$ cat src/hw/rtl/itda_pkg.sv
`default_nettype none

package itda_pkg;

    localparam logic [7:0] CHAR_ZERO  = 8'h30;
    localparam logic [7:0] CHAR_MINUS = 8'h2D;

    typedef struct packed {
        logic load;
        logic step;
        logic emit_digit;
        logic emit_sign;
    } itda_cmd_t;

    typedef struct packed {
        logic neg_in;
        logic digit_zero;
        logic pos_zero;
    } itda_stat_t;

    // decimal digits needed for the largest unsigned w-bit value
    function automatic int dec_digits(input int w);
        logic [63:0] v;
        int          n;
        v = (~64'd0) >> (64 - w);
        n = 0;
        while (v != 64'd0)
        begin
            v = v / 64'd10;
            n++;
        end
        return n;
    endfunction

endpackage

`default_nettype wire

$ cat src/hw/rtl/itda_ctrl.sv
`default_nettype none

module itda_ctrl (
    input  wire logic                 clk,
    input  wire logic                 rst_n,
    input  wire logic                 in_valid,
    output logic                      in_ready,
    output logic                      out_valid,
    input  wire logic                 out_ready,
    input  wire itda_pkg::itda_stat_t stat,
    output itda_pkg::itda_cmd_t       cmd
);
    import itda_pkg::*;

    typedef enum logic [1:0] {
        ST_IDLE,
        ST_SIGN,
        ST_DIGIT
    } state_t;

    state_t state_reg, state_next;
    logic   started_reg, started_next;
    logic   out_valid_reg, out_valid_next;
    logic   out_free;
    logic   emit_now;

    assign out_free = !out_valid_reg || out_ready;
    assign emit_now = started_reg || !stat.digit_zero || stat.pos_zero;

    always_comb
    begin
        state_next   = state_reg;
        started_next = started_reg;
        cmd          = '0;
        case (state_reg)
            ST_IDLE:
            begin
                if (in_valid)
                begin
                    cmd.load     = 1'b1;
                    started_next = 1'b0;
                    state_next   = stat.neg_in ? ST_SIGN : ST_DIGIT;
                end
            end
            ST_SIGN:
            begin
                if (out_free)
                begin
                    cmd.emit_sign = 1'b1;
                    state_next    = ST_DIGIT;
                end
            end
            ST_DIGIT:
            begin
                if (!emit_now)
                begin
                    cmd.step = 1'b1;
                end
                else if (out_free)
                begin
                    cmd.step       = 1'b1;
                    cmd.emit_digit = 1'b1;
                    started_next   = 1'b1;
                    if (stat.pos_zero)
                    begin
                        state_next = ST_IDLE;
                    end
                end
            end
            default:
            begin
                state_next = ST_IDLE;
            end
        endcase

        if (cmd.emit_sign || cmd.emit_digit)
        begin
            out_valid_next = 1'b1;
        end
        else if (out_ready)
        begin
            out_valid_next = 1'b0;
        end
        else
        begin
            out_valid_next = out_valid_reg;
        end
    end

    always_ff @(posedge clk or negedge rst_n)
    begin
        if (!rst_n)
        begin
            state_reg     <= ST_IDLE;
            started_reg   <= 1'b0;
            out_valid_reg <= 1'b0;
        end
        else
        begin
            state_reg     <= state_next;
            started_reg   <= started_next;
            out_valid_reg <= out_valid_next;
        end
    end

    assign in_ready  = (state_reg == ST_IDLE);
    assign out_valid = out_valid_reg;

endmodule

`default_nettype wire

$ cat config.mk
export PLATFORM = sky130hd
export DESIGN_NAME = itda_ctrl
export DESIGN_NICKNAME = d
export VERILOG_FILES = /design/src/hw/rtl/itda_pkg.sv /design/src/hw/rtl/itda_ctrl.sv
export SDC_FILE = /design/constraint.sdc
export NUM_CORES = 1
export LEC_CHECK = 0
export ABC_AREA = 1
export BUFFER_PORTS_ARGS = -buffer_cell sky130_fd_sc_hd__buf_2
export CAP_MARGIN = 10
export CORE_AREA = 2 2 39 41
export CTS_BUF_LIST = sky130_fd_sc_hd__clkbuf_16
export DETAILED_ROUTE_END_ITERATION = 8
export DIE_AREA = 0 0 41 43
export PLACE_DENSITY_LB_ADDON = 0.12
export SKIP_CTS_REPAIR_TIMING = 1
export SYNTH_ARGS = -nofsm -noshare
export SYNTH_HDL_FRONTEND = slang
export SYNTH_SLANG_ARGS = --single-unit
$ cat constraint.sdc
create_clock -name clk -period 0.95 [get_ports clk]
set_input_delay 0.1425 -clock clk [delete_from_list [all_inputs] [get_ports clk]]
set_output_delay 0.1425 -clock clk [all_outputs]
set_load 0.02 [all_outputs]
==> results of run 1 <==
-- cells by family after synthesis --
family,Yosys count
buffers and inverters,9
flip-flops,4
AND/OR/NAND/NOR,22
AO/OA/AOI/OAI,4
-- through the flow --
step | instance area, sq um | utilization, %
final | 592 | 42.8
after global routing | 592 | 42.8
after CTS | 515 | 37.3
after detailed placement | 440 | 31.8
after global placement | 440 | 31.8
after floorplan | 315 | -
-- worst max-delay path, cell delays in order, from the launching register on --
cell and delay, ps:
dfrtp_2 440, inv_2 80, nand2_1 100, nor2_4 100, buf_4 140
-- routing by layer --
metal,vias to the layer above,track usage (%)
li1,171,-
met1,148,11.9
met2,9,14.1
met3,2,4.71
met4,0,8.00
met5,-,0
-- power by group through the flow --
stage / clock network [W] / logic [W] / registers (W)
detailed placement: 0 / 0.00114 / 0.000344
floorplan: 0 / 0.000732 / 0.000387
global route: 0.000688 / 0.00149 / 0.000356
CTS: 0.000664 / 0.00113 / 0.000347
finish: 0.000654 / 0.00137 / 0.000345
global placement: 0 / 0.00115 / 0.000349
-- Yosys cell counts (all sizes together) --
library cell,count
o22ai,1
a21oi,2
nor2,6
nand3,5
nand3b,1
nand2,10
inv,9
dfrtp,4
o21ai,1
-- layout make-up --
class	instances	share of cell area, %
clock buffers	3	12.7
inverters	9	6.13
multi-input cells	26	33.2
flip-flops and latches	4	17.3
well taps	16	3.38
repair buffers	22	27.3
-- how the worst min path moves through the flow --
stage	endpoint	startpoint	slack, ps	depth (start not counted)
detailed placement	state_reg[0]	rst_n	-50	1
global route	state_reg[1]	stat[2]	260	4
floorplan	out_valid	rst_n	-150	0
finish	state_reg[1]	stat[2]	230	4
global placement	state_reg[0]	rst_n	-50	1
CTS	state_reg[0]	rst_n	-280	1
==> key figures, run 1 <==
Outcome
  • Status: complete, but fails checks
  • Failing checks: negative setup slack

Synth
  • Syn Nets: 46
  • Syn Area/Cell: 7.03 sq um
  • Simple-Gate Fraction of Synth Area: 41.1%
  • Mapped cell area: 274 sq um
  • Synth warn: 0
  • Compound-Gate Fraction of Synth Area: 10.0%
  • Largest family of logic cells by synthesized area: simple AND/OR/NAND/NOR gates
  • Sequential-to-total area share from yosys stat: 36.5%
  • Area leader, netlist: dfrtp_1
  • Top cells by area, synth: dfrtp_1 (37%), nand2_2 (11%), nand3_1 (9.1%), inv_1 (6.8%), nand2_1 (6.8%)
  • Netlist cell types: 12
  • XOR/XNOR share of the synthesized area: 0%
  • Adder-Cell Fraction of Synth Area: 0%
  • Flops & latches, synth: 4
  • Syn Inst Count: 39
  • Post-synthesis mux area share: 0%
  • Area share of the largest cell type after synthesis: 36.5%

Critical path
  • Reg-to-Reg Start: state_reg[1]
  • Worst Setup EP: cmd[3]
  • FF-to-FF setup slack: -150 ps
  • Critical path required time: 810 ps
  • Reg2reg end: state_reg[1]
  • Setup Crit Path Kind: reg -> out
  • Reg2Reg Depth: 7
  • Critical Path AT: 1080 ps
  • Worst setup path start: state_reg[1]
  • Worst setup EP type: output port
  • Setup crit start kind: flop
  • Crit-path max FO: 4

Timing
  • Clk_skew: 1.34 ps
  • Setup TNS: -1690 ps
  • Slew at the pin closest to its max-slew limit: 214 ps
  • Hold_ws: 229 ps
  • Tcrit/Tclk final: 129%
  • Unrepaired setup endpoints after global routing: true
  • FMAX: 816 MHz
  • Final hold violations: 0
  • Post-route setup slack: -276 ps
  • Slew Limit Fails: 0
  • Final min period: 1230 ps
  • Slew headroom: 85.7%
  • Final setup vio count: 9

Placement
  • Buffers added on ports: 12
  • Placed cells: 73
  • Setup WS pre-CTS: -88.4 ps
  • Final HPWL DP: 562 um
  • Final GP Congestion: 0.723

Drt
  • Met1 WL: 275 um
  • Vias after detailed routing: 330
  • Post-route ant nets: 0
  • Avg Vias per Cell: 4.13
  • WL final: 722 um
  • Top Layer Used: met4
  • Post-DR wirelength/cell: 9.03 um
  • Met3 WL post-DR: 59 um
  • Residual DRC: 0
  • Routed wl met2: 378 um
  • DRT Pass-1 Iters: 1
  • Drt initial violations: 0

Die
  • Die Width: 41 um
  • Core ar.: 0.00138 sq mm
  • Die footprint: 0.00176 sq mm
  • Row cnt: 14
  • Starting Density: 19.8%
  • Die Span Y: 43 um
  • Num ports: 13

Clocking
  • TritonCTS Buffers: 3
  • # H-tree levels: 1
  • TritonCTS clock tree: done
  • Maximum root-to-sink buffer count: 2
  • Sinks on Clock Net: 4
  • CTS root buf: clkbuf_16
  • CTS clk-pin slew, worst paths: 30 ps
  • Clock Latency Late Sink: 220 ps

Power
  • Switching share of power: 39.1%
  • Sequential share of power: 14.6%
  • Combinational share of power: 57.9%
  • Clk pwr share: 27.6%
  • Cell Int Power: 0.00144 W
  • NetSw: 0.000927 W
  • Worst ir drop on vdd: 1.37 mV
  • Leak Pwr: 0.304 nW
  • Total power draw: 0.00237 W
  • Power per cell area: 4000 mW/mm^2

Global route
  • Tot GR Track Use: 10.3%
  • Vias in the first global route: 306
  • Grt ovf: 0
  • Initial antenna violation count: 0
  • First-pass GRT wire length: 1170 um
  • Largest net degree at the start of global routing: 8

Finish
  • Multi-input logic area: 196 sq um
  • Area delta synth->final: 116%
  • Max reg flops: 2
  • Most common cell after layout, fill and taps aside: buf_4
  • Commonest non-fill, non-tap cells in the layout: buf_4 (11), buf_2 (7), inv_2 (5), nand2_1 (5), nor2_4 (4)
  • # diodes: 0
  • # nets final: 73
  • Finished Layout Cells: 80
  • FILL cells: 149
  • Layout cells sized above 1: 71.9%
  • Register area: 103 sq um

Flow run
  • Max-Cap Viols: 0

Min path
  • HP Class: in -> reg
No activity file was read; power rests on OpenSTA's default activity.
==> run 2, diff against run 1 <==
Clock period 0.95 ns to 1.5 ns, I/O delays scaled along.
==> run 2 against run 1 <==
Against the previous run:
- the flow now finishes without violations
- cell area down 24%
- power down 49%
- critical path depth unchanged
- critical endpoint unchanged
- combinational power down 58%
- global-route usage up 0.43 points
- sequential share of layout area up 4.9 points
- largest power group unchanged
- clock power down 36%
- setup slack better by 370 ps
- critical path type unchanged
- non-clock buffer count down 8
==> key figures, run 2 (synthesis results as in run 1) <==
Outcome
  • Status: completed

Global route
  • Grt ovf: 0 (unchanged)
  • Initial antenna violation count: 0 (unchanged)
  • Tot GR Track Use: 10.8% (+0.43 points)
  • First-pass GRT wire length: 1210 um (+2.9%)
  • Largest net degree at the start of global routing: 9 (+1)
  • Vias in the first global route: 281 (-8.2%)

Critical path
  • Cell Chain, Critical Path: inv_2 -> nand2_1 -> nor2_2 -> buf_2
  • Largest delay share family, worst path: flip-flops
  • Cell depth of the worst setup path: 4 (unchanged)
  • Setup crit start kind: flop
  • Setup Crit Path Kind: reg -> out
  • Critical path required time: 1270 ps (+460 ps)
  • Crit-path max FO: 5 (+1)
  • Critical Path AT: 1180 ps (+100 ps)
  • Worst stage delay on the critical path: 430 ps (about the same)
  • Worst setup EP type: output port
  • Slowest CP cell: dfrtp_1
  • Buf+Inv Stages, Crit Path: 2 (unchanged)
  • Reg2Reg Depth: 7 (unchanged)

Finish
  • # nets final: 65 (-11%)
  • FILL cells: 145 (-2.7%)
  • Commonest non-fill, non-tap cells in the layout: buf_2 (12), inv_1 (5), nand3_1 (5), nand2_2 (5), nand2_1 (5)
  • Layout cells sized above 1: 50.0% (-22 points)
  • Area delta synth->final: 63.9%
  • # diodes: 0 (unchanged)
  • Post-layout util: 32.5% (-10 points)
  • Most common cell after layout, fill and taps aside: buf_2
  • Register area: 100 sq um (-2.4%)
  • Multi-input logic area: 143 sq um (-27%)
  • Max reg flops: 2 (unchanged)

Drt
  • Residual DRC: 0 (unchanged)
  • Routed wl met2: 348 um (-7.9%)
  • DRT Pass-1 Iters: 1 (unchanged)
  • Top Layer Used: met4
  • Post-route ant nets: 0 (unchanged)
  • Drt initial violations: 0 (unchanged)
  • Avg Vias per Cell: 4.25 (+3.0%)
  • Met1 WL: 294 um (+6.9%)
  • WL final: 724 um (+0.28%)
  • Post-DR wirelength/cell: 10.1 um (+11%)
  • Met3 WL post-DR: 52 um (-12%)
  • Vias after detailed routing: 306 (-7.3%)

Power
  • Worst ir drop on vdd: 0.533 mV (-61%)
  • Clk pwr share: 34.8% (+7.2 points)
  • Leak Pwr: 0.254 nW (-17%)
  • Switching share of power: 41.0% (+1.9 points)
  • Cell Int Power: 0.000706 W (-51%)
  • NetSw: 0.000490 W (-47%)
  • Combinational share of power: 48.3% (-9.6 points)
  • Power per cell area: 2660 mW/mm^2 (-33%)
  • Sequential share of power: 16.9% (+2.3 points)

Flow run
  • Max-Cap Viols: 0 (unchanged)

Timing
  • Slew Limit Fails: 0 (unchanged)
  • Final setup vio count: 0 (-9)
  • Tcrit/Tclk final: 93.5%
  • Slew at the pin closest to its max-slew limit: 204 ps (-9.20 ps)
  • Setup TNS: 0 ps (+1690 ps)
  • Clk_skew: 1.04 ps (-0.298 ps)
  • Slew headroom: 86.3% (+0.61 points)
  • FMAX: 713 MHz
  • Unrepaired setup endpoints after global routing: false
  • Final hold violations: 0 (unchanged)
  • Final min period: 1400 ps

Clocking
  • Maximum root-to-sink buffer count: 2 (unchanged)
  • Sinks on Clock Net: 4 (unchanged)
  • TritonCTS clock tree: done
  • CTS root buf: clkbuf_16
  • Clock Latency Late Sink: 220 ps (about the same)
  • # H-tree levels: 1 (unchanged)
  • TritonCTS Buffers: 3 (unchanged)
  • CTS clk-pin slew, worst paths: 30 ps (about the same)

Min path
  • Hold depth: 3 (-1)
  • HP Class: in -> reg

Die
  • Core ar.: 0.00138 sq mm (unchanged)
  • Die Width: 41 um (unchanged)
  • Starting Density: 19.8% (unchanged)
  • Row cnt: 14 (unchanged)
  • Die Span Y: 43 um (unchanged)
  • Die footprint: 0.00176 sq mm (unchanged)
  • Num ports: 13 (unchanged)

Placement
  • Buffers added on ports: 12 (unchanged)
  • Final HPWL DP: 521 um (-7.3%)
  • Final GP Congestion: 0.739 (+2.3%)
-- run 2: changes by cell type in the layout (fill, tap and decap cells not counted), moves of 3 or more --
cell | before | now
nor2_1 | 1 | 4
nor2_4 | 4 | 1
buf_6 | 3 | 0
buf_4 | 11 | 1
buf_2 | 7 | 12
-- run 2: area by class of cell --
type	count	share of cell area, %
tap	16	4.46
multi-input combinational	26	31.8
clock buffer	3	16.7
sequential	4	22.3
timing repair buffer	14	17.3
inverter	9	7.52
-- run 2: routing by layer --
| layer | vias to the layer above | track usage, % |
|---|---|---|
| met5 | - | 0 |
| met4 | 0 | 10.0 |
| met1 | 138 | 11.7 |
| met2 | 8 | 14.7 |
| li1 | 155 | - |
| met3 | 5 | 4.71 |
-- run 2: power by group through the flow --
stage / Clock, W / Combinational, W / Sequential (W)
5_1_grt: 0.000432 / 0.000634 / 0.000206
6_report: 0.000416 / 0.000578 / 0.000203
3_3_place_gp: 0 / 0.000546 / 0.000213
4_1_cts: 0.000416 / 0.000539 / 0.000215
3_5_place_dp: 0 / 0.000531 / 0.000215
2_1_floorplan: 0 / 0.000381 / 0.000224
-- run 2: metrics by stage --
stage | hold slack (ps) | instance area (sq um) | total power [W] | std cells | worst slack (ps)
floorplan | -70.6 | 274 | 0.000605 | 39 | 297
global placement | 37.9 | 354 | 0.000759 | 67 | 298
detailed placement | 33.7 | 354 | 0.000746 | 67 | 298
CTS | -199 | 429 | 0.00117 | 70 | 41.2
global route | 319 | 449 | 0.00127 | 72 | 26.5
finish | 310 | 449 | 0.00120 | 72 | 97.8
-- run 2: path summary, 6_finish.rpt --
path,start,endpoint,slack (ps)
max reg2reg,state_reg[0],state_reg[1],460
max in group asynchronous,rst_n,state_reg[1],1050
min,out_ready,started_reg,310
max,state_reg[1],cmd[3],100
min in group asynchronous,rst_n,out_valid,340
min reg2reg,started_reg,started_reg,550
-- run 2: worst register-to-register path: stages, from the launching register on --
cell,delay [ps]
dfrtp_1,370
buf_4,150
nor2_1,130
nand2_1,60
nand2_1,60
inv_1,50
nand3_1,60
nand2_1,50
==> run 3, diff against run 2 <==
Settings changed: CELL_PAD_IN_SITES_DETAIL_PLACEMENT set to 1, CELL_PAD_IN_SITES_GLOBAL_PLACEMENT set to 1.
==> run 3 against run 2 <==
Against the previous run:
- clock skew is 1.2 ps higher
- flip-flop and latch count did not move
- die area unchanged
- worst hold slack better by 9.4 ps
- sequential power up 3%
- clock power is 2% lower
- critical endpoint is now cmd[1]
- register-to-register slack better by 70 ps
- utilization decreased by 0.54 points
- setup slack gained 5.2 ps
- combinational power shrank 6.9%
- global-route usage down 0.94 points
==> key figures, run 3 (synthesis results as in run 1) <==
Outcome
  • Status: completed

Critical path
  • Setup Crit Path Kind: reg -> out
  • Largest delay share family, worst path: flip-flops
  • Setup crit start kind: flop
  • Buf+Inv Stages, Crit Path: 3 (+1)
  • Crit-path max FO: 4 (-1)
  • Slowest CP cell: dfrtp_1
  • Critical Path AT: 1170 ps (about the same)
  • Cell Chain, Critical Path: inv_2 -> nand2_2 -> inv_2 -> nand2_2 -> nor2_1 -> buf_4
  • Critical path required time: 1270 ps (about the same)
  • Worst stage delay on the critical path: 410 ps (-20 ps)
  • Worst setup EP type: output port

Global route
  • First-pass GRT wire length: 1120 um (-7.5%)
  • Grt ovf: 0 (unchanged)
  • Vias in the first global route: 285 (+1.4%)
  • Largest net degree at the start of global routing: 9 (unchanged)
  • Initial antenna violation count: 0 (unchanged)
  • Tot GR Track Use: 9.84% (-0.94 points)

Finish
  • Area delta synth->final: 61.2%
  • Most common cell after layout, fill and taps aside: buf_2
  • Multi-input logic area: 140 sq um (-1.8%)
  • FILL cells: 178 (+23%)
  • Fin area: 442 sq um (-1.7%)
  • # nets final: 64 (-1.5%)
  • Post-layout util: 31.9% (-0.54 points)
  • Register area: 100 sq um (unchanged)
  • Layout cells sized above 1: 47.3% (-2.7 points)
  • Max reg flops: 2 (unchanged)
  • # diodes: 0 (unchanged)

Die
  • Die Span Y: 43 um (unchanged)
  • Row cnt: 14 (unchanged)
  • Core ar.: 0.00138 sq mm (unchanged)
  • Die footprint: 0.00176 sq mm (unchanged)
  • Die Width: 41 um (unchanged)
  • Starting Density: 19.8% (unchanged)
  • Num ports: 13 (unchanged)

Drt
  • Drt initial violations: 1 (+1)
  • WL final: 660 um (-8.8%)
  • Post-DR wirelength/cell: 9.30 um (-7.6%)
  • Residual DRC: 0 (unchanged)
  • Post-route ant nets: 0 (unchanged)
  • Avg Vias per Cell: 4.04 (-4.9%)
  • DRT Pass-1 Iters: 2 (+1)
  • Vias after detailed routing: 287 (-6.2%)

Timing
  • Final hold violations: 0 (unchanged)
  • Unrepaired setup endpoints after global routing: false
  • Slew at the pin closest to its max-slew limit: 204 ps (-0.848 ps)
  • Post-route setup slack: 103 ps (+5.20 ps)
  • Setup TNS: 0 ps (unchanged)
  • Final setup vio count: 0 (unchanged)
  • Slew Limit Fails: 0 (unchanged)
  • Final min period: 1400 ps (-5.20 ps)
  • Clk_skew: 2.27 ps (+1.23 ps)
  • Tcrit/Tclk final: 93.1% (-0.35 points)
  • Slew headroom: 86.4% (about the same)
  • FMAX: 716 MHz (+0.37%)

Clocking
  • Sinks on Clock Net: 4 (unchanged)
  • # H-tree levels: 1 (unchanged)
  • CTS clk-pin slew, worst paths: 30 ps (about the same)
  • TritonCTS Buffers: 3 (unchanged)
  • Clock Latency Late Sink: 220 ps (about the same)
  • CTS root buf: clkbuf_16
  • TritonCTS clock tree: done
  • Maximum root-to-sink buffer count: 2 (unchanged)

Placement
  • Final GP Congestion: 0.703 (-4.9%)
  • Final HPWL DP: 559 um (+7.2%)
  • Placed Area: 354 sq um (unchanged)
  • Buffers added on ports: 12 (unchanged)
  • Setup WS pre-CTS: 307 ps (+8.70 ps)

Flow run
  • Max-Cap Viols: 0 (unchanged)

Power
  • NetSw: 0.000461 W (-6.0%)
  • Clk pwr share: 35.2% (+0.4 points)
  • Switching share of power: 39.9% (-1.1 points)
  • Power per cell area: 2620 mW/mm^2 (-1.8%)
  • Combinational share of power: 46.6% (-1.7 points)
  • Sequential share of power: 18.2% (+1.3 points)
  • Leak Pwr: 0.249 nW (-2.0%)
  • Cell Int Power: 0.000695 W (-1.6%)
  • Total power draw: 0.00116 W (-3.4%)
  • Worst ir drop on vdd: 1.38 mV (+160%)

Min path
  • HP Class: in -> reg
## run 3: changes by cell type in the layout (fill, tap and decap cells not counted)
cell    change
buf_2       -1
nor2_2      -1
nor2_1      +1
## run 3: layer usage
layer  vias to the layer above  routed length, um  global-route usage (%)  share of wire (%)
li1                        152                  -                       -                  -
met1                       125                305                    12.2                 46
met2                        10                302                    13.1                 46
met3                         0                 51                    6.28                7.7
met4                         0                  0                    4.00                  0
met5                         -                  0                       0                  0
## run 3: final timing paths
path | from | to | slack [ps] | depth (start not counted)
setup / recovery | state_reg[0] | cmd[1] | 100 | 6
hold / removal | out_ready | started_reg | 320 | 3
setup reg to reg | state_reg[1] | state_reg[1] | 530 | 6
hold reg to reg | started_reg | started_reg | 570 | 2
max in group asynchronous | rst_n | state_reg[1] | 1050 | 2
min in group asynchronous | rst_n | started_reg | 340 | 2
## run 3: through the flow
| step | hold WS (ps) | cells |
|---|---|---|
| final | 319 | 71 |
| after global routing | 330 | 71 |
| after CTS | -200 | 70 |
| after detailed placement | 33.4 | 67 |
| after global placement | 32.6 | 67 |
| after floorplan | -70.6 | 39 |
## run 3: area by class of cell
type                    count  share of cell area [%]
well taps                  16                    4.53
flip-flops and latches      4                    22.7
clock buffers               3                    17.0
repair buffers             13                    16.4
multi-input cells          26                    31.7
inverters                   9                    7.65
## run 3: power by group through the flow
stage / clock network, W / registers [W] / logic [W]
global placement: 0 / 0.000210 / 0.000549
CTS: 0.000418 / 0.000213 / 0.000543
finish: 0.000407 / 0.000210 / 0.000538
floorplan: 0 / 0.000224 / 0.000381
global route: 0.000425 / 0.000220 / 0.000613
detailed placement: 0 / 0.000214 / 0.000540
## run 3: worst reg2reg max path, cell delays in order, from the launching register on
cell	delay (ps)
dfrtp_1	420
inv_2	100
nand2_2	70
nand2_2	70
nand2_2	50
nand3_1	80
nand2_1	60
